**src/rtl/core/rsi_pkg.sv**
```systemverilog
package rsi_pkg;

  // default geometry
  localparam int DEF_PRICE_WIDTH   = 32;
  localparam int DEF_AVG_FRAC_BITS = 16;

  // average and divider widths
  localparam int AVG_W = 64;
  localparam int NUM_W = 2 * AVG_W;

  // period register and sample counter
  localparam int PERIOD_W = 8;
  localparam int COUNT_W  = PERIOD_W + 1;
  localparam logic [PERIOD_W-1:0] PERIOD_RESET = 8'd14;

  // result scaling, 100 * 256
  localparam int RSI_W = 15;
  localparam logic [RSI_W-1:0] RSI_SCALE = 15'd25600;

  // product widths
  localparam int SMOOTH_PROD_W = AVG_W + PERIOD_W;
  localparam int RSI_PROD_W    = AVG_W + RSI_W;

  // controller to datapath commands
  typedef struct packed {
    logic capture;
    logic accumulate;
    logic mul_smooth;
    logic warm_go;
    logic smooth_go;
    logic avg_store;
    logic rsi_special;
    logic rsi_mul;
    logic rsi_go;
    logic rsi_store;
    logic out_load;
  } rsi_cmd_t;

  // datapath to controller status
  typedef struct packed {
    logic first;
    logic off;
    logic warm_more;
    logic warm_last;
    logic div_busy;
    logic loss_zero;
  } rsi_sts_t;

endpackage

```
**src/rtl/core/rsi_div.sv**
```systemverilog
module rsi_div (
  input  logic                      clk,
  input  logic                      rst_n,
  input  logic                      start,
  input  logic [rsi_pkg::NUM_W-1:0] num,
  input  logic [rsi_pkg::AVG_W-1:0] den,
  output logic                      busy,
  output logic [rsi_pkg::AVG_W-1:0] quo
);

  localparam int W     = rsi_pkg::AVG_W;
  localparam int STEPS = rsi_pkg::AVG_W;
  localparam int CNT_W = $clog2(STEPS);

  logic             busy_r;
  logic [CNT_W-1:0] cnt_r;
  logic [W-1:0]     rem_r;
  logic [W-1:0]     q_r;
  logic [W-1:0]     den_r;

  logic [W:0]   rem_ext;
  logic [W:0]   diff;
  logic         ge;
  logic [W-1:0] rem_nxt;
  logic [W-1:0] q_nxt;
  logic         sat;

  // quotient overflows 64 bits or divisor is zero
  assign sat = (den == '0) || (num[2*W-1:W] >= den);

  // one restoring step per cycle
  assign rem_ext = {rem_r, q_r[W-1]};
  assign diff    = rem_ext - {1'b0, den_r};
  assign ge      = rem_ext >= {1'b0, den_r};
  assign rem_nxt = ge ? diff[W-1:0] : rem_ext[W-1:0];
  assign q_nxt   = {q_r[W-2:0], ge};

  // step control
  always_ff @(posedge clk) begin
    if (!rst_n) begin
      busy_r <= 1'b0;
      cnt_r  <= '0;
    end else if (start) begin
      busy_r <= !sat;
      cnt_r  <= '0;
    end else if (busy_r) begin
      cnt_r <= cnt_r + CNT_W'(1);
      if (cnt_r == CNT_W'(STEPS - 1)) begin
        busy_r <= 1'b0;
      end
    end
  end

  // remainder and quotient shift register
  always_ff @(posedge clk) begin
    if (start) begin
      rem_r <= num[2*W-1:W];
      q_r   <= sat ? '1 : num[W-1:0];
      den_r <= den;
    end else if (busy_r) begin
      rem_r <= rem_nxt;
      q_r   <= q_nxt;
    end
  end

  assign busy = busy_r;
  assign quo  = q_r;

endmodule

```
**src/rtl/core/rsi_dp.sv**
```systemverilog
module rsi_dp #(
  parameter int PRICE_WIDTH   = rsi_pkg::DEF_PRICE_WIDTH,
  parameter int AVG_FRAC_BITS = rsi_pkg::DEF_AVG_FRAC_BITS
) (
  input  logic                         clk,
  input  logic                         rst_n,
  input  rsi_pkg::rsi_cmd_t            cmd,
  output rsi_pkg::rsi_sts_t            sts,
  input  logic [PRICE_WIDTH-1:0]       in_price,
  input  logic                         cfg_we,
  input  logic [rsi_pkg::PERIOD_W-1:0] cfg_period,
  output logic [rsi_pkg::RSI_W-1:0]    out_value,
  output logic                         out_flag
);

  localparam int AW  = rsi_pkg::AVG_W;
  localparam int NW  = rsi_pkg::NUM_W;
  localparam int PW  = rsi_pkg::PERIOD_W;
  localparam int CW  = rsi_pkg::COUNT_W;
  localparam int RW  = rsi_pkg::RSI_W;
  localparam int SPW = rsi_pkg::SMOOTH_PROD_W;
  localparam int RPW = rsi_pkg::RSI_PROD_W;

  // state
  logic [PW-1:0]          period_r;
  logic [CW-1:0]          count_r;
  logic [PRICE_WIDTH-1:0] last_r;
  logic [AW-1:0]          gain_avg_r;
  logic [AW-1:0]          loss_avg_r;

  // per-transaction working registers
  logic [PRICE_WIDTH-1:0] gain_r;
  logic [PRICE_WIDTH-1:0] loss_r;
  logic [SPW-1:0]         sm_g_r;
  logic [SPW-1:0]         sm_l_r;
  logic [RPW-1:0]         rsi_prod_r;
  logic [RW-1:0]          res_value_r;
  logic                   res_flag_r;
  logic [RW-1:0]          out_value_r;
  logic                   out_flag_r;

  logic [CW-1:0]          period_ext;
  logic [PRICE_WIDTH-1:0] gain_in;
  logic [PRICE_WIDTH-1:0] loss_in;
  logic [PW-1:0]          period_m1;
  logic [AW-1:0]          warm_sum_g;
  logic [AW-1:0]          warm_sum_l;
  logic [NW-1:0]          warm_num_g;
  logic [NW-1:0]          warm_num_l;
  logic [NW-1:0]          smooth_num_g;
  logic [NW-1:0]          smooth_num_l;
  logic [AW:0]            total;
  logic [AW-1:0]          rsi_den;
  logic [AW-1:0]          period_den;

  logic          g_start;
  logic          l_start;
  logic [NW-1:0] g_num;
  logic [NW-1:0] l_num;
  logic [AW-1:0] g_den;
  logic          g_busy;
  logic          l_busy;
  logic [AW-1:0] g_quo;
  logic [AW-1:0] l_quo;

  // status toward the controller
  assign period_ext    = {1'b0, period_r};
  assign sts.first     = count_r == '0;
  assign sts.off       = period_r == '0;
  assign sts.warm_more = count_r < period_ext;
  assign sts.warm_last = count_r == period_ext;
  assign sts.div_busy  = g_busy | l_busy;
  assign sts.loss_zero = loss_avg_r == '0;

  // gain and loss against the last price
  assign gain_in = (in_price > last_r) ? in_price - last_r : '0;
  assign loss_in = (last_r > in_price) ? last_r - in_price : '0;

  // numerators for the end of warm-up
  assign warm_sum_g = gain_avg_r + AW'(gain_r);
  assign warm_sum_l = loss_avg_r + AW'(loss_r);
  assign warm_num_g = NW'(warm_sum_g) << AVG_FRAC_BITS;
  assign warm_num_l = NW'(warm_sum_l) << AVG_FRAC_BITS;

  // numerators for wilder smoothing
  assign period_m1    = period_r - PW'(1);
  assign smooth_num_g = NW'(sm_g_r) + (NW'(gain_r) << AVG_FRAC_BITS);
  assign smooth_num_l = NW'(sm_l_r) + (NW'(loss_r) << AVG_FRAC_BITS);

  // ratio divisor, saturating sum of both averages
  assign total   = {1'b0, gain_avg_r} + {1'b0, loss_avg_r};
  assign rsi_den = total[AW] ? '1 : total[AW-1:0];

  // divider operand selection
  assign period_den = AW'(period_r);
  assign g_start    = cmd.warm_go | cmd.smooth_go | cmd.rsi_go;
  assign l_start    = cmd.warm_go | cmd.smooth_go;
  assign g_num      = cmd.rsi_go ? NW'(rsi_prod_r) :
                      (cmd.smooth_go ? smooth_num_g : warm_num_g);
  assign g_den      = cmd.rsi_go ? rsi_den : period_den;
  assign l_num      = cmd.smooth_go ? smooth_num_l : warm_num_l;

  rsi_div u_div_gain (
    .clk   (clk),
    .rst_n (rst_n),
    .start (g_start),
    .num   (g_num),
    .den   (g_den),
    .busy  (g_busy),
    .quo   (g_quo)
  );

  rsi_div u_div_loss (
    .clk   (clk),
    .rst_n (rst_n),
    .start (l_start),
    .num   (l_num),
    .den   (period_den),
    .busy  (l_busy),
    .quo   (l_quo)
  );

  // period register, count, last price and averages
  always_ff @(posedge clk) begin
    if (!rst_n) begin
      period_r   <= rsi_pkg::PERIOD_RESET;
      count_r    <= '0;
      last_r     <= '0;
      gain_avg_r <= '0;
      loss_avg_r <= '0;
    end else begin
      if (cfg_we) begin
        period_r <= cfg_period;
      end
      if (cmd.capture) begin
        last_r <= in_price;
        if (sts.first) begin
          count_r <= CW'(1);
        end else if (!sts.off && count_r <= period_ext) begin
          count_r <= count_r + CW'(1);
        end
      end
      if (cmd.accumulate) begin
        gain_avg_r <= gain_avg_r + AW'(gain_r);
        loss_avg_r <= loss_avg_r + AW'(loss_r);
      end
      if (cmd.avg_store) begin
        gain_avg_r <= g_quo;
        loss_avg_r <= l_quo;
      end
    end
  end

  // working registers and result staging
  always_ff @(posedge clk) begin
    if (cmd.capture) begin
      gain_r      <= gain_in;
      loss_r      <= loss_in;
      res_value_r <= '0;
      res_flag_r  <= 1'b0;
    end
    if (cmd.mul_smooth) begin
      sm_g_r <= gain_avg_r * period_m1;
      sm_l_r <= loss_avg_r * period_m1;
    end
    if (cmd.rsi_mul) begin
      rsi_prod_r <= gain_avg_r * rsi_pkg::RSI_SCALE;
    end
    if (cmd.rsi_special) begin
      res_flag_r  <= 1'b1;
      res_value_r <= (gain_avg_r == '0) ? '0 : rsi_pkg::RSI_SCALE;
    end
    if (cmd.rsi_store) begin
      res_flag_r  <= 1'b1;
      res_value_r <= (g_quo > AW'(rsi_pkg::RSI_SCALE)) ? rsi_pkg::RSI_SCALE : g_quo[RW-1:0];
    end
    if (cmd.out_load) begin
      out_value_r <= res_value_r;
      out_flag_r  <= res_flag_r;
    end
  end

  assign out_value = out_value_r;
  assign out_flag  = out_flag_r;

endmodule

```
**config.mk**
```make
export PLATFORM = sky130hd
export DESIGN_NAME = rsi_dp
export DESIGN_NICKNAME = d
export VERILOG_FILES = /design/src/rtl/core/rsi_pkg.sv /design/src/rtl/core/rsi_div.sv /design/src/rtl/core/rsi_dp.sv
export SDC_FILE = /design/constraint.sdc
export NUM_CORES = 2
export LEC_CHECK = 0
export BUFFER_PORTS_ARGS = -buffer_cell sky130_fd_sc_hd__buf_2
export CORE_ASPECT_RATIO = 0.6
export CORE_MARGIN = 4
export CORE_UTILIZATION = 35
export DETAILED_ROUTE_END_ITERATION = 8
export HOLD_SLACK_MARGIN = 0.15
export PLACE_DENSITY_LB_ADDON = 0.2
export SLEW_MARGIN = 15
export SYNTH_ARGS = -nofsm -noshare
export SYNTH_HDL_FRONTEND = slang
export SYNTH_HIERARCHICAL = 1
export SYNTH_SLANG_ARGS = --single-unit
```
**constraint.sdc**
```tcl
create_clock -name clk -period 16.7 [get_ports clk]
set_input_delay 1.67 -clock clk [delete_from_list [all_inputs] [get_ports clk]]
set_output_delay 1.67 -clock clk [all_outputs]
set_load 0.01 [all_outputs]
```
==> impl_metrics.json <==
{
  "status": "complete, no violations",
  "relSlewSlack_pct": 14.1,
  "cp-start-kind": "flop",
  "final_nets": 14000,
  "rsz0062_at_grt": "false",
  "io-pin-count": 76,
  "synth_edf_count": 692,
  "area_growth_pct": 9.60,
  "wl_per_cell_um": 25.9,
  "htreeDepth": 3,
  "crit_start": "period_r[0]",
  "dieArea_um2": 307000,
  "min_period_ps": 9350,
  "netlist_instances": 12000,
  "die_w_um": 712,
  "grt-ovfl-total": 0,
  "routed.top_layer": "met5",
  "num_rows": 154,
  "cts_setup_buffers": 0,
  "maxSlewViolCount": 0,
  "power.density_nw_per_um2": 156,
  "worst_pin_slew_ps": 1280,
  "drt-initial-drc-count": 11300,
  "grt_max_degree": 140,
  "die_y_um": 431,
  "clock-sinks": 884,
  "hold_buffers": 0,
  "worstHoldStart": "res_value_r[14]",
  "via_count": 90400,
  "met1Wirelength_mm": 211,
  "irDropWorstVdd_uv": 113,
  "cp_max_fo": 37,
  "met3WireLength_mm": 64.8,
  "fin_setup_tns_ps": 0,
  "grt_pass1_wl_mm": 607,
  "hold_violations": 0,
  "cts.path.max_buffers": 3,
  "ys_seq_elements": 884,
  "ff2ff_path_depth": 27,
  "drc": 0,
  "placed_cell_area_um2": 111000,
  "port_buffers": 75,
  "root_buffer": "clkbuf_16",
  "synth_warnings": 6,
  "drive_above_1_share_pct": 5.26,
  "syn_area_um2": 104000,
  "reg2reg_from": "period_r[0]",
  "final_cell_area_um2": 114000,
  "antenna_found_initial": 36,
  "synthArstFlopShare_pct": 0,
  "whs_ps": 424,
  "grt_usage_pct": 26.7,
  "cts_resized": 0,
  "seq_area_frac_synth_pct": 23.6,
  "synth.distinct_cells": 112,
  "fmax_ghz": 0.107,
  "report.final.setup_viol": 0,
  "hold_path_depth": 0,
  "core-area_um2": 295000,
  "clk_latency_ps": 850,
  "routed_wirelength_mm": 420,
  "start_util_pct": 35.3,
  "p_leak_nw": 51.3,
  "cts_tree": "built",
  "hpwl_mm": 334,
  "drt-vias-per-instance": 5.58,
  "netlist_top_cells_area": "edfxtp_1 (20%), fa_1 (16%), ha_1 (11%)",
  "grt_pass1_vias": 82900,
  "end_kind": "flop",
  "max-cap-violations": 0,
  "holdCritPathClass": "flop to flop",
  "clock_skew_ps": 102,
  "dr.pass1.iters": 6,
  "avgSynthCellArea_um2": 8.69,
  "numCtsBuffers": 102,
  "wl_met2_mm": 137,
  "ys.flop_type": "edfxtp_1",
  "post-route-period-util_pct": 56.0,
  "ant_nets": 0,
  "synth_top_cell_by_area": "edfxtp_1",
  "crit_required_ps": 17230,
  "critical_path_class": "flop to flop",
  "synth_top_area_share_pct": 19.9,
  "gp_congestion": 1.01,
  "arrival_ps": 9880,
  "clkSlewWorstSetupHoldPaths_ps": 80
}
==> kinds of logic (layout without fill, tap and decap cells) <==
logic type / Yosys count / in the layout / synth area share [%]
compound gates: 2763 / 2763 / 17.2
buf+inv: 2171 / 2110 / 7.95
other cells: 1 / 376 / 0.00360
fa+ha+maj: 1750 / 1750 / 26.9
xor+xnor: 707 / 707 / 5.94
flops: 884 / 884 / 23.6
mux: 187 / 187 / 1.85
simple gates: 3526 / 3526 / 16.6
==> cell type report <==
cell class	count	area, um^2
Clock inverter	62	795
Fill cell	30300	181000
Timing Repair Buffer	305	2200
Multi-Input combinational cell	9293	72800
Inverter	1611	6060
Tap cell	3900	4880
Antenna cell	16	40.0
Sequential cell	884	24600
Clock buffer	132	2740
==> path summary, 6_finish.rpt <==
check / slack (ps) / to
setup / recovery: 7350 / sm_g_r[69]
hold / removal: 420 / out_value[14]
hold reg to reg: 420 / out_value[14]
setup reg to reg: 7350 / sm_g_r[69]
==> registers in the layout, summed over array words and instances (netlist names), 32 cells and up <==
name,count
u_div_loss/den_r,64
u_div_loss/rem_r,64
loss_r,32
gain_avg_r,64
u_div_gain/den_r,64
sm_l_r,72
last_r,32
rsi_prod_r,69
gain_r,32
u_div_gain/quo,64
u_div_gain/rem_r,64
loss_avg_r,64
u_div_loss/quo,64
sm_g_r,72
==> critical path: stages (launching register included) <==
cell and delay [ps]:
dfxtp_2 460, nor3_1 610, nand2_1 160, nor4_1 600
xnor2_2 170, buf_4 540, buf_4 480, nor2_1 120
fa_1 540, inv_1 50, fa_1 530, inv_1 50
fa_1 520, inv_1 50, fa_1 530, inv_1 40
ha_1 350, a21oi_1 330, o21bai_1 130, a31oi_1 210
o221ai_1 190, nor3_1 670, o31ai_2 300, a31oi_1 590
o311ai_1 210, a31o_2 280, a21oi_1 180, xnor2_1 90
==> layer usage <==
layer / up-vias / GRT usage, %
met4: 18 / 4.17
li1: 41000 / -
met3: 308 / 12.0
met2: 4803 / 30.0
met5: - / 1.45
met1: 44200 / 44.0
==> through the flow <==
stage | setup WS, ps | cells | util, % | power [mW]
finish | 7350 | 16200 | 38.7 | 17.8
global route | 6910 | 16200 | 38.7 | 18.9
CTS | 7570 | 16200 | 38.7 | 17.4
global placement | 7740 | 16000 | 37.5 | 14.9
detailed placement | 7590 | 16000 | 37.5 | 14.8
floorplan | 9560 | 12300 | - | 10.8
==> layout by cell type (no fill, tap or decap), drive strengths merged, types with 31 or more instances in the layout <==
master  Yosys  routed
a211oi    106     106
xor2      275     275
clkbuf    490     132
o31ai      39      39
ha        938     938
o21ai     532     532
buf        70     305
nand3     196     196
nand4     230     230
nor4      106     106
clkinv     24      55
fa        812     812
a21oi     906     906
o211ai     47      47
xnor2     432     432
nor3      107     107
nor2b      84      84
nand2     801     801
mux2i     139     139
o21a       90      90
and4       32      32
a21o      397     397
nor2     1061    1061
and3      118     118
edfxtp    692     692
mux2       48      48
dfxtp     192     192
inv      1587    1595
conb        1     360
a21boi     31      31
o22a      128     128
and2      486     486
or3        49      49
o21bai    104     104
nand2b    179     179
a31oi      80      80
==> power by group <==
part           total (mW)  internal (mW)  leakage (nW)  switching [mW]
sequential           3.80           3.27          8.62           0.532
clock                2.48           1.35          1.67            1.13
combinational        11.6           3.87          41.0            7.69
==> synthesized netlist by cell type, types with 118 or more instances <==
| cell type | instances |
|---|---|
| fa_1 | 812 |
| dfxtp_1 | 192 |
| nor2_1 | 1060 |
| nand3_1 | 194 |
| edfxtp_1 | 692 |
| clkbuf_1 | 489 |
| o22a_1 | 128 |
| inv_1 | 1585 |
| and3_1 | 118 |
| mux2i_1 | 139 |
| nand4_1 | 228 |
| xnor2_1 | 432 |
| nand2b_1 | 179 |
| nand2_1 | 800 |
| and2_1 | 486 |
| a21oi_1 | 897 |
| xor2_1 | 275 |
| o21ai_0 | 486 |
| ha_1 | 938 |
| a21o_1 | 397 |
No activity file was read; power rests on OpenSTA's default activity.
