[src/rtl/core/rsi_pkg.sv]
package rsi_pkg;

  // default geometry
  localparam int DEF_PRICE_WIDTH   = 32;
  localparam int DEF_AVG_FRAC_BITS = 16;

  // average and divider widths
  localparam int AVG_W = 64;
  localparam int NUM_W = 2 * AVG_W;

  // period register and sample counter
  localparam int PERIOD_W = 8;
  localparam int COUNT_W  = PERIOD_W + 1;
  localparam logic [PERIOD_W-1:0] PERIOD_RESET = 8'd14;

  // result scaling, 100 * 256
  localparam int RSI_W = 15;
  localparam logic [RSI_W-1:0] RSI_SCALE = 15'd25600;

  // product widths
  localparam int SMOOTH_PROD_W = AVG_W + PERIOD_W;
  localparam int RSI_PROD_W    = AVG_W + RSI_W;

  // controller to datapath commands
  typedef struct packed {
    logic capture;
    logic accumulate;
    logic mul_smooth;
    logic warm_go;
    logic smooth_go;
    logic avg_store;
    logic rsi_special;
    logic rsi_mul;
    logic rsi_go;
    logic rsi_store;
    logic out_load;
  } rsi_cmd_t;

  // datapath to controller status
  typedef struct packed {
    logic first;
    logic off;
    logic warm_more;
    logic warm_last;
    logic div_busy;
    logic loss_zero;
  } rsi_sts_t;

endpackage

[src/rtl/core/rsi_ctrl.sv]
module rsi_ctrl (
  input  logic              clk,
  input  logic              rst_n,
  input  logic              in_valid,
  output logic              in_ready,
  output logic              out_valid,
  input  logic              out_ready,
  input  rsi_pkg::rsi_sts_t sts,
  output rsi_pkg::rsi_cmd_t cmd
);

  typedef enum logic [3:0] {
    ST_IDLE,
    ST_ACC,
    ST_MUL,
    ST_WARM_GO,
    ST_SMOOTH_GO,
    ST_AVG_WAIT,
    ST_RSI_SEL,
    ST_RSI_GO,
    ST_RSI_WAIT,
    ST_OUT
  } state_t;

  state_t state_r;
  state_t state_nxt;
  logic   out_valid_r;
  logic   out_valid_nxt;
  logic   accept;
  logic   out_free;

  assign in_ready = state_r == ST_IDLE;
  assign accept   = in_valid & in_ready;
  assign out_free = !out_valid_r | out_ready;

  // command decode and next state
  always_comb begin
    cmd       = '0;
    state_nxt = state_r;
    unique case (state_r)
      ST_IDLE: begin
        cmd.capture = accept;
        if (accept) begin
          priority if (sts.first || sts.off) begin
            state_nxt = ST_OUT;
          end else if (sts.warm_more) begin
            state_nxt = ST_ACC;
          end else if (sts.warm_last) begin
            state_nxt = ST_WARM_GO;
          end else begin
            state_nxt = ST_MUL;
          end
        end
      end
      ST_ACC: begin
        cmd.accumulate = 1'b1;
        state_nxt      = ST_OUT;
      end
      ST_MUL: begin
        cmd.mul_smooth = 1'b1;
        state_nxt      = ST_SMOOTH_GO;
      end
      ST_WARM_GO: begin
        cmd.warm_go = 1'b1;
        state_nxt   = ST_AVG_WAIT;
      end
      ST_SMOOTH_GO: begin
        cmd.smooth_go = 1'b1;
        state_nxt     = ST_AVG_WAIT;
      end
      ST_AVG_WAIT: begin
        if (!sts.div_busy) begin
          cmd.avg_store = 1'b1;
          state_nxt     = ST_RSI_SEL;
        end
      end
      ST_RSI_SEL: begin
        if (sts.loss_zero) begin
          cmd.rsi_special = 1'b1;
          state_nxt       = ST_OUT;
        end else begin
          cmd.rsi_mul = 1'b1;
          state_nxt   = ST_RSI_GO;
        end
      end
      ST_RSI_GO: begin
        cmd.rsi_go = 1'b1;
        state_nxt  = ST_RSI_WAIT;
      end
      ST_RSI_WAIT: begin
        if (!sts.div_busy) begin
          cmd.rsi_store = 1'b1;
          state_nxt     = ST_OUT;
        end
      end
      ST_OUT: begin
        if (out_free) begin
          cmd.out_load = 1'b1;
          state_nxt    = ST_IDLE;
        end
      end
      default: begin
        state_nxt = ST_IDLE;
      end
    endcase
  end

  // output register occupancy
  always_comb begin
    if (cmd.out_load) begin
      out_valid_nxt = 1'b1;
    end else if (out_ready) begin
      out_valid_nxt = 1'b0;
    end else begin
      out_valid_nxt = out_valid_r;
    end
  end

  // state and registered outputs
  always_ff @(posedge clk) begin
    if (!rst_n) begin
      state_r     <= ST_IDLE;
      out_valid_r <= 1'b0;
    end else begin
      state_r     <= state_nxt;
      out_valid_r <= out_valid_nxt;
    end
  end

  assign out_valid = out_valid_r;

endmodule

[config.mk]
export PLATFORM = sky130hd
export DESIGN_NAME = rsi_ctrl
export DESIGN_NICKNAME = d
export VERILOG_FILES = /design/src/rtl/core/rsi_pkg.sv /design/src/rtl/core/rsi_ctrl.sv
export SDC_FILE = /design/constraint.sdc
export NUM_CORES = 1
export LEC_CHECK = 0
export BUFFER_PORTS_ARGS = -buffer_cell sky130_fd_sc_hd__buf_2
export CAP_MARGIN = 20
export CORE_MARGIN = 4
export CORE_UTILIZATION = 35
export DETAILED_ROUTE_END_ITERATION = 6
export SETUP_SLACK_MARGIN = 0.3
export SLEW_MARGIN = 20
export SYNTH_ARGS = -nofsm -noshare
export SYNTH_HDL_FRONTEND = slang
export SYNTH_SLANG_ARGS = --single-unit
[constraint.sdc]
create_clock -name clk -period 1.9 [get_ports clk]
set_input_delay 0.285 -clock clk [delete_from_list [all_inputs] [get_ports clk]]
set_output_delay 0.285 -clock clk [all_outputs]
set_load 0.02 [all_outputs]
==> results.cfg, run 1 <==
[outcome]
status = finished, final reports clean

[synthesis]
synth-compound-area-share_pct = 26.2
synth.distinct_cells = 34
syn_area_um2 = 468
synthFlopType = dfxtp_1
synth_seq_cells = 5
synth_nets = 71
synth_top_family_by_area = simple AND/OR/NAND/NOR gates
synth_edf_count = 0
synth-xor-area-share_pct = 0
seq_area_frac_synth_pct = 21.4
yosysWarnings = 0
synthSimpleGateAreaFrac_pct = 40.6
ys_async_sr_fraction_pct = 0
avgSynthCellArea_um2 = 7.67
synth_fa_ha_area_share_pct = 0
syn_inst = 61
synth_mux_area_share_pct = 2.14

[grt]
grt_pass1_wl_um = 2240
antenna_found_initial = 0
track_usage_pct = 14.9
grt-ovfl-total = 0
grt_max_degree = 12
grt_pass1_vias = 506

[critical_path]
slowest_delay_ns = 0.56
cp-start-kind = flop
cp.arrival_ns = 1.44
startpoint = state_r[3]
worstPathRequired_ns = 1.62
endpoint = cmd[10]
crit_fanout = 3
path_cells = or4_4 > inv_4 > and2_4 > buf_6
timing.rr.end = state_r[0]
r2r_slack_ns = 0.19
worstSetupPathType = flop to output port
r2r-start = state_r[0]
rr_worst_depth = 5
crit_path_end_kind = output port
slowest_stage = or4_4

[finish]
layout_commonest_cell = buf_2
final_nets = 100
drive_gt1_share_pct = 60.7
antenna_cells = 0
area_delta_synth_final_pct = 64.4
layout_common_cells = 18 x buf_2, 11 x buf_4, 5 x nor3_1
fillers = 99
final_cells = 103
fin_util_pct = 64.9

[sta]
layout_setup_ws_ns = 0.170
max_freq_ghz = 0.578
hold-worst-slack_ns = 0.319
drv_slew = 0
setup_viol = 0
tightest_slew_ns = 0.332
hold_violations = 0
post-route-min-period_ns = 1.73
fin_crit_sh_pct = 91.0
rsz0062_at_grt = yes
skew_ns = 0.0102
setup_tns_ns = 0
slew-limit-headroom_pct = 77.8

[pwr]
p_seq_share_pct = 15.8
p_sw_uw = 486
intPower_uw = 592
p_clk_share_pct = 12.2
cellLeakagePower_nw = 0.334
ir_drop_uv = 744
p_comb_share_pct = 72.0
swShare_pct = 45.1
cellPowerDensity_mw_per_mm2 = 1400

[placement]
io_buffers = 22
place_congestion = 0.890
pre_cts_ws_ns = 0.279
place_inst = 93
post-dp-hpwl_um = 963

[hold_path]
hold_path_class = input pin to flop

[clocking]
cts_tree = built
clk_path_buf_depth = 2
worstSkewPairLatency_ns = 0.25
clockRootBuffer = clkbuf_4
cts_buffers = 3
holdBufCountCts = 0
htree_levels = 1
cts_num_sinks = 5
clkTransAtPathRegs_ns = 0.05

[route]
route.detailed.wl_per_inst_um = 15.2
antenna_left = 0
drt-pass1-iter-count = 4
routed.top_layer = met4
wl_um = 1560
drt-initial-drc-count = 9
vias = 594
drt-met1-wl_um = 696
met3_length_um = 79
wl_met2_um = 719
drc_errors = 0
viasPerCell = 5.77

[floorplanning]
core-area_mm2 = 0.00119
die-area_mm2 = 0.00199
dieWidth_um = 44.6
initial_core_util_pct = 39.5
die_h_um = 44.6
num_io_pins = 23
rows = 12

[flow_run]
max_cap_violations = 0
## per-layer routing
layer  vias to the layer above  track usage (%)
met4                         0             7.23
met1                       274             17.9
li1                        288                -
met3                         9             1.63
met2                        23             25.8
met5                         -                0
## cells in the mapped netlist (2+ instances only)
library cell	instances	area share, %
dfxtp_1	5	21
nor2_1	5	4.0
nand3b_1	2	3.2
inv_1	2	1.6
nand2b_1	4	5.3
nor3_1	9	9.6
nor2_2	2	2.7
o311a_1	2	4.3
buf_2	3	3.2
o21ai_0	2	2.1
nand2_1	2	1.6
## power groups by stage
stage               Sequential [mW]  Clock (mW)  Combinational, mW
floorplan                     0.156           0              0.404
global placement              0.186           0              0.485
detailed placement            0.190           0              0.482
CTS                           0.164       0.131              0.637
global route                  0.173       0.137              0.835
finish                        0.171       0.131              0.776
## sequential cells by signal (all words and copies together), names as in the netlist
register   flops
out_valid      1
state_r        4
## cell families (layout without fill, tap and decap cells)
family | after synthesis | count (layout)
and+or+nand+nor | 32 | 32
AOI/OAI and AO/OA | 14 | 14
buffers and inverters | 9 | 37
DFF | 5 | 5
muxes | 1 | 1
## worst min path at each step
stage	startpoint	endpoint	depth (start not counted)
2_1_floorplan	rst_n	state_r[0]	1
3_3_place_gp	out_valid	out_valid	2
3_5_place_dp	out_valid	out_valid	2
4_1_cts	rst_n	state_r[0]	2
5_1_grt	rst_n	state_r[0]	2
6_report	rst_n	state_r[0]	2
## critical path, delay by kind of cell, from the launching register on
kind | cells | cell delay [ns]
buffers and inverters | 2 | 0.18
flip-flops | 1 | 0.33
AND/OR/NAND/NOR | 2 | 0.69
## what timing repair did
| action | CTS | global route |
|---|---|---|
| buffers inserted | 4 | 2 |
| pin swaps | 5 | 5 |
| gates resized for setup | 13 | 16 |
| endpoints found under the setup margin | 12 | 11 |
## stage by stage
step                cell area, um^2  total power, mW
detailed placement              577            0.672
finish                          769             1.08
global route                    769             1.14
global placement                577            0.671
floorplan                       468            0.560
CTS                             667            0.932
## layout make-up
cell class              count  area [um^2]  share of cell area, %
clock buffers               4         26.3                   3.41
well taps                  14         17.5                   2.28
flip-flops and latches      5          108                   14.0
repair buffers             30          184                   23.9
multi-input cells          47          420                   54.6
inverters                   3         13.8                   1.79
No activity file was read; power rests on OpenSTA's default activity.
==> run 2, diff against run 1 <==
--- a/config.mk
+++ b/config.mk
@@ -7,11 +7,13 @@
 export LEC_CHECK = 0
 export BUFFER_PORTS_ARGS = -buffer_cell sky130_fd_sc_hd__buf_2
 export CAP_MARGIN = 20
-export CORE_MARGIN = 4
+export CORE_MARGIN = 2
 export CORE_UTILIZATION = 35
 export DETAILED_ROUTE_END_ITERATION = 6
+export PLACE_DENSITY = 0.66
 export SETUP_SLACK_MARGIN = 0.3
 export SLEW_MARGIN = 20
 export SYNTH_ARGS = -nofsm -noshare
 export SYNTH_HDL_FRONTEND = slang
 export SYNTH_SLANG_ARGS = --single-unit
+export TNS_END_PERCENT = 30
==> constraint.sdc (replaced) <==
create_clock -name clk -period 1.5 [get_ports clk]
set_input_delay 0.225 -clock clk [delete_from_list [all_inputs] [get_ports clk]]
set_output_delay 0.225 -clock clk [all_outputs]
set_load 0.02 [all_outputs]
==> results.cfg, run 2 (same netlist as run 1, synthesis figures left out) <==
[outcome]
status = complete, but fails checks
violations = negative setup slack

[placement]
place_inst = 101
place_congestion = 0.863
post-dp-hpwl_um = 919
io_buffers = 22
place_area_um2 = 642

[pwr]
cellLeakagePower_nw = 0.357
p_clk_share_pct = 11.8
p_comb_share_pct = 72.6
intPower_uw = 789
p_seq_share_pct = 15.6
swShare_pct = 43.4
ir_drop_uv = 1230
cellPowerDensity_mw_per_mm2 = 1730
p_sw_uw = 606

[sta]
post-route-min-period_ns = 1.69
slew-limit-headroom_pct = 77.7
max_freq_ghz = 0.593
fin_crit_sh_pct = 112
tightest_slew_ns = 0.334
layout_setup_ws_ns = -0.186
setup_tns_ns = -0.914
hold-worst-slack_ns = 0.263
hold_violations = 0
rsz0062_at_grt = yes
skew_ns = 0.00864
drv_slew = 0
setup_viol = 11

[grt]
antenna_found_initial = 0
grt_pass1_vias = 480
track_usage_pct = 19.0
grt-ovfl-total = 0
grt_max_degree = 11
grt_pass1_wl_um = 2060

[route]
drt-pass1-iter-count = 4
viasPerCell = 5.47
route.detailed.wl_per_inst_um = 13.7
wl_um = 1510
drc_errors = 0
drt-initial-drc-count = 7
vias = 602
antenna_left = 0

[finish]
antenna_cells = 0
largest_register_ffs = 4
final_cell_area_um2 = 808
layout_commonest_cell = buf_4
multi_input_area_um2 = 399
final_nets = 106
seq_area_um2 = 105
layout_common_cells = 21 x buf_4, 13 x buf_2, 5 x nor3_2
largest_register = state_r
fillers = 100
final_cells = 110
drive_gt1_share_pct = 63.2
area_delta_synth_final_pct = 72.7

[hold_path]
holdPathStages = 2
worstHoldStart = rst_n
worstHoldEndpoint = state_r[0]
hold_path_class = input pin to flop

[critical_path]
timing.rr.end = state_r[0]
r2r-start = state_r[0]
crit_fanout = 4
rr_worst_depth = 5
crit_path_end_kind = flop
r2r_slack_ns = -0.19
worstPathRequired_ns = 1.63
startpoint = state_r[0]
cp.arrival_ns = 1.81
worstSetupPathType = flop to flop
cp-start-kind = flop

[clocking]
holdBufCountCts = 0
cts_buffers = 3
cts_tree = built
worstSkewPairLatency_ns = 0.25
cts_num_sinks = 5
clk_path_buf_depth = 2
htree_levels = 1
clockRootBuffer = clkbuf_4
clkTransAtPathRegs_ns = 0.04

[floorplanning]
rows = 13
num_io_pins = 23
die-area_mm2 = 0.00165
core-area_mm2 = 0.00127
die_h_um = 40.6
initial_core_util_pct = 36.9
dieWidth_um = 40.6

[flow_run]
max_cap_violations = 0
-- run 2: stage by stage --
step	total power [mW]	setup WS [ns]	utilization, %
after global placement	0.967	-0.00459	50.6
after global routing	1.48	-0.221	63.7
after detailed placement	0.964	-0.0372	50.6
after floorplan	0.749	0.0158	-
final	1.40	-0.186	63.7
after CTS	1.28	-0.172	59.6
-- run 2: repair_timing --
action	4_1_cts	5_1_grt
setup endpoints to repair	16	17
resized for setup	17	10
buffers inserted	4	1
pin swaps	4	3
-- run 2: layout make-up --
class	instances	share of cell area [%]
multi-input combinational	47	49.4
timing repair buffer	36	30.3
sequential	5	13.0
clock buffer	4	3.25
tap	15	2.32
inverter	3	1.70
-- run 2: metal layers --
metal	vias up	global-route usage (%)	share of wire (%)
li1	296	-	-
met3	4	5.00	5.9
met4	0	5.00	1.7
met5	-	0	0
met2	27	30.6	49
met1	275	24.8	44
-- run 2: power groups by stage --
stage	sequential, mW	combinational, mW	clock [mW]
floorplan	0.198	0.550	0
CTS	0.211	0.899	0.170
global route	0.222	1.08	0.182
detailed placement	0.205	0.759	0
finish	0.218	1.01	0.165
global placement	0.200	0.767	0
-- run 2: worst max-delay path by stage --
stage,end,slack [ns],cells after the start
after detailed placement,state_r[0],-0.04,4
after global routing,cmd[10],-0.22,4
after global placement,state_r[0],-0.005,4
after floorplan,state_r[0],0.02,4
final,state_r[0],-0.19,5
after CTS,cmd[10],-0.17,4
-- run 2: worst max-delay path, stage by stage (launching register included) --
cell and delay, ns:
dfxtp_2 0.34, or4_4 0.56, buf_4 0.17, nor2_4 0.11, a2111oi_4 0.06, o311a_1 0.33
==> run 3, diff against run 2 <==
--- a/config.mk
+++ b/config.mk
@@ -5,12 +5,12 @@
 export SDC_FILE = /design/constraint.sdc
 export NUM_CORES = 1
 export LEC_CHECK = 0
+export ABC_AREA = 1
 export BUFFER_PORTS_ARGS = -buffer_cell sky130_fd_sc_hd__buf_2
 export CAP_MARGIN = 20
-export CORE_MARGIN = 2
-export CORE_UTILIZATION = 35
+export CORE_AREA = 2 2 39 41
 export DETAILED_ROUTE_END_ITERATION = 6
-export PLACE_DENSITY = 0.66
+export DIE_AREA = 0 0 41 43
 export SETUP_SLACK_MARGIN = 0.3
 export SLEW_MARGIN = 20
 export SYNTH_ARGS = -nofsm -noshare
==> constraint.sdc (replaced) <==
create_clock -name clk -period 2.08 [get_ports clk]
set_input_delay 0.312 -clock clk [delete_from_list [all_inputs] [get_ports clk]]
set_output_delay 0.312 -clock clk [all_outputs]
set_load 0.02 [all_outputs]
==> results.cfg, run 3 <==
[outcome]
status = finished, final reports clean

[clocking]
cts_buffers = 3
clockRootBuffer = clkbuf_4
holdBufCountCts = 0
cts_tree = built
clkTransAtPathRegs_ns = 0.04
cts_num_sinks = 5
cts_setup_buffers = 0
postCtsResizedCells = 0
worstSkewPairLatency_ns = 0.24
htree_levels = 1
clk_path_buf_depth = 2

[synthesis]
synth_top_family_by_area = simple AND/OR/NAND/NOR gates
yosysWarnings = 0
synthSimpleGateAreaFrac_pct = 51.9
yosysTopAreaCell = dfxtp_1
synth_most_common_cell = nand2_1
seq_area_frac_synth_pct = 22.8
ys_async_sr_fraction_pct = 0
synthFlopType = dfxtp_1
synth_area_leaders = dfxtp_1 23%, nand2_1 16%, nor2_1 15%, inv_1 13%, nand3_1 6.8%
syn_inst = 82
avgSynthCellArea_um2 = 5.36
synth-compound-area-share_pct = 8.26
synth_fa_ha_area_share_pct = 0
yosys-top-cells-count = 19 x nand2_1, 18 x nor2_1, 15 x inv_1
synth_mux_area_share_pct = 0
synth_seq_cells = 5
synth-xor-area-share_pct = 0
synth.top_cell.area_share_pct = 22.8
synth_nets = 92
synth.distinct_cells = 16
synth_edf_count = 0
syn_area_um2 = 439

[grt]
grt_max_degree = 7
grt-ovfl-total = 0
antenna_found_initial = 0
track_usage_pct = 13.9
grt_pass1_wl_um = 1700
grt_pass1_vias = 434

[placement]
io_buffers = 22
post-dp-hpwl_um = 841
place_congestion = 0.801
pre_cts_ws_ns = 0.733

[finish]
layout_common_cells = 22 x buf_2, 19 x nand2_1, 18 x nor2_1
largest_register_ffs = 4
fin_util_pct = 42.5
layout_commonest_cell = buf_2
area_delta_synth_final_pct = 33.9
antenna_cells = 0
drive_gt1_share_pct = 30.8
final_nets = 118
largest_register = state_r

[sta]
max_freq_ghz = 0.620
slew-limit-headroom_pct = 81.9
fin_crit_sh_pct = 77.6
setup_viol = 0
skew_ns = 0.00334
setup_tns_ns = 0
tightest_slew_ns = 0.269
layout_setup_ws_ns = 0.466
hold_violations = 0
drv_slew = 0
rsz0062_at_grt = no
post-route-min-period_ns = 1.61

[critical_path]
worstSetupPathType = flop to output port
worstPathRequired_ns = 1.77
cp.arrival_ns = 1.30
crit_fanout = 6
crit_path_end_kind = output port
cp-start-kind = flop

[floorplanning]
core-area_mm2 = 0.00138
die_h_um = 43
initial_core_util_pct = 31.7
rows = 14
num_io_pins = 23
die-area_mm2 = 0.00176
dieWidth_um = 41

[route]
vias = 537
viasPerCell = 4.37
antenna_left = 0
drt-initial-drc-count = 13
drc_errors = 0
route.detailed.wl_per_inst_um = 8.23
drt-pass1-iter-count = 4
wl_um = 1010

[flow_run]
max_cap_violations = 0

[pwr]
cellPowerDensity_mw_per_mm2 = 1180
cellLeakagePower_nw = 0.366
ir_drop_uv = 491

[hold_path]
hold_path_class = input pin to flop
run 3: changes by cell type after synthesis, moves of 3 or more:
| cell | previous run | this run |
|---|---|---|
| buf_2 | 3 | 0 |
| nor3_1 | 9 | 5 |
| nor2_1 | 5 | 18 |
| nand2b_1 | 4 | 0 |
| nand3_1 | 0 | 6 |
| inv_1 | 2 | 15 |
| nand2_1 | 2 | 19 |
run 3: critical path, stage by stage (launching register included):
cell	delay (ns)
dfxtp_1	0.45
inv_1	0.11
nor3_1	0.27
buf_2	0.22
run 3: cell families (layout without fill, tap and decap cells):
kind of cell           after synthesis  after routing
buffers and inverters               19             44
flip-flops                           5              5
AND/OR/NAND/NOR                     52             52
AO/OA/AOI/OAI                        6              6
run 3: metrics by stage:
step	instances	area (um^2)	hold slack, ns	power, mW
after floorplan	82	439	0.495	0.485
after global placement	119	562	0.574	0.580
after detailed placement	119	562	0.579	0.581
after CTS	123	588	0.355	0.699
after global routing	123	588	0.378	0.778
final	123	588	0.358	0.691
run 3: final timing paths:
path	from	end	slack [ns]	depth (start not counted)
max	state_r[1]	cmd[8]	0.47	3
min	rst_n	state_r[2]	0.36	3
max reg2reg	state_r[2]	state_r[1]	0.86	6
min reg2reg	state_r[3]	state_r[3]	0.58	2
run 3: metal layers:
| metal | part of all wire (%) | up-vias | GRT usage (%) |
|---|---|---|---|
| met5 | 0 | - | 0 |
| li1 | - | 298 | - |
| met2 | 46 | 14 | 21.6 |
| met1 | 49 | 223 | 17.4 |
| met4 | 0.89 | 0 | 4.00 |
| met3 | 4.0 | 2 | 4.71 |
run 3: final cells by class:
class	count	area (um^2)
fillers	153	796
inverters	18	67.6
multi-input cells	58	264
well taps	16	20.0
flip-flops and latches	5	100
repair buffers	22	110
clock buffers	4	26.3
run 3: power by group:
group	internal (mW)	leakage, nW	switching [mW]
logic	0.141	0.310	0.274
registers	0.121	0.0409	0.0409
clock network	0.0725	0.0150	0.0403
total	0.335	0.366	0.356
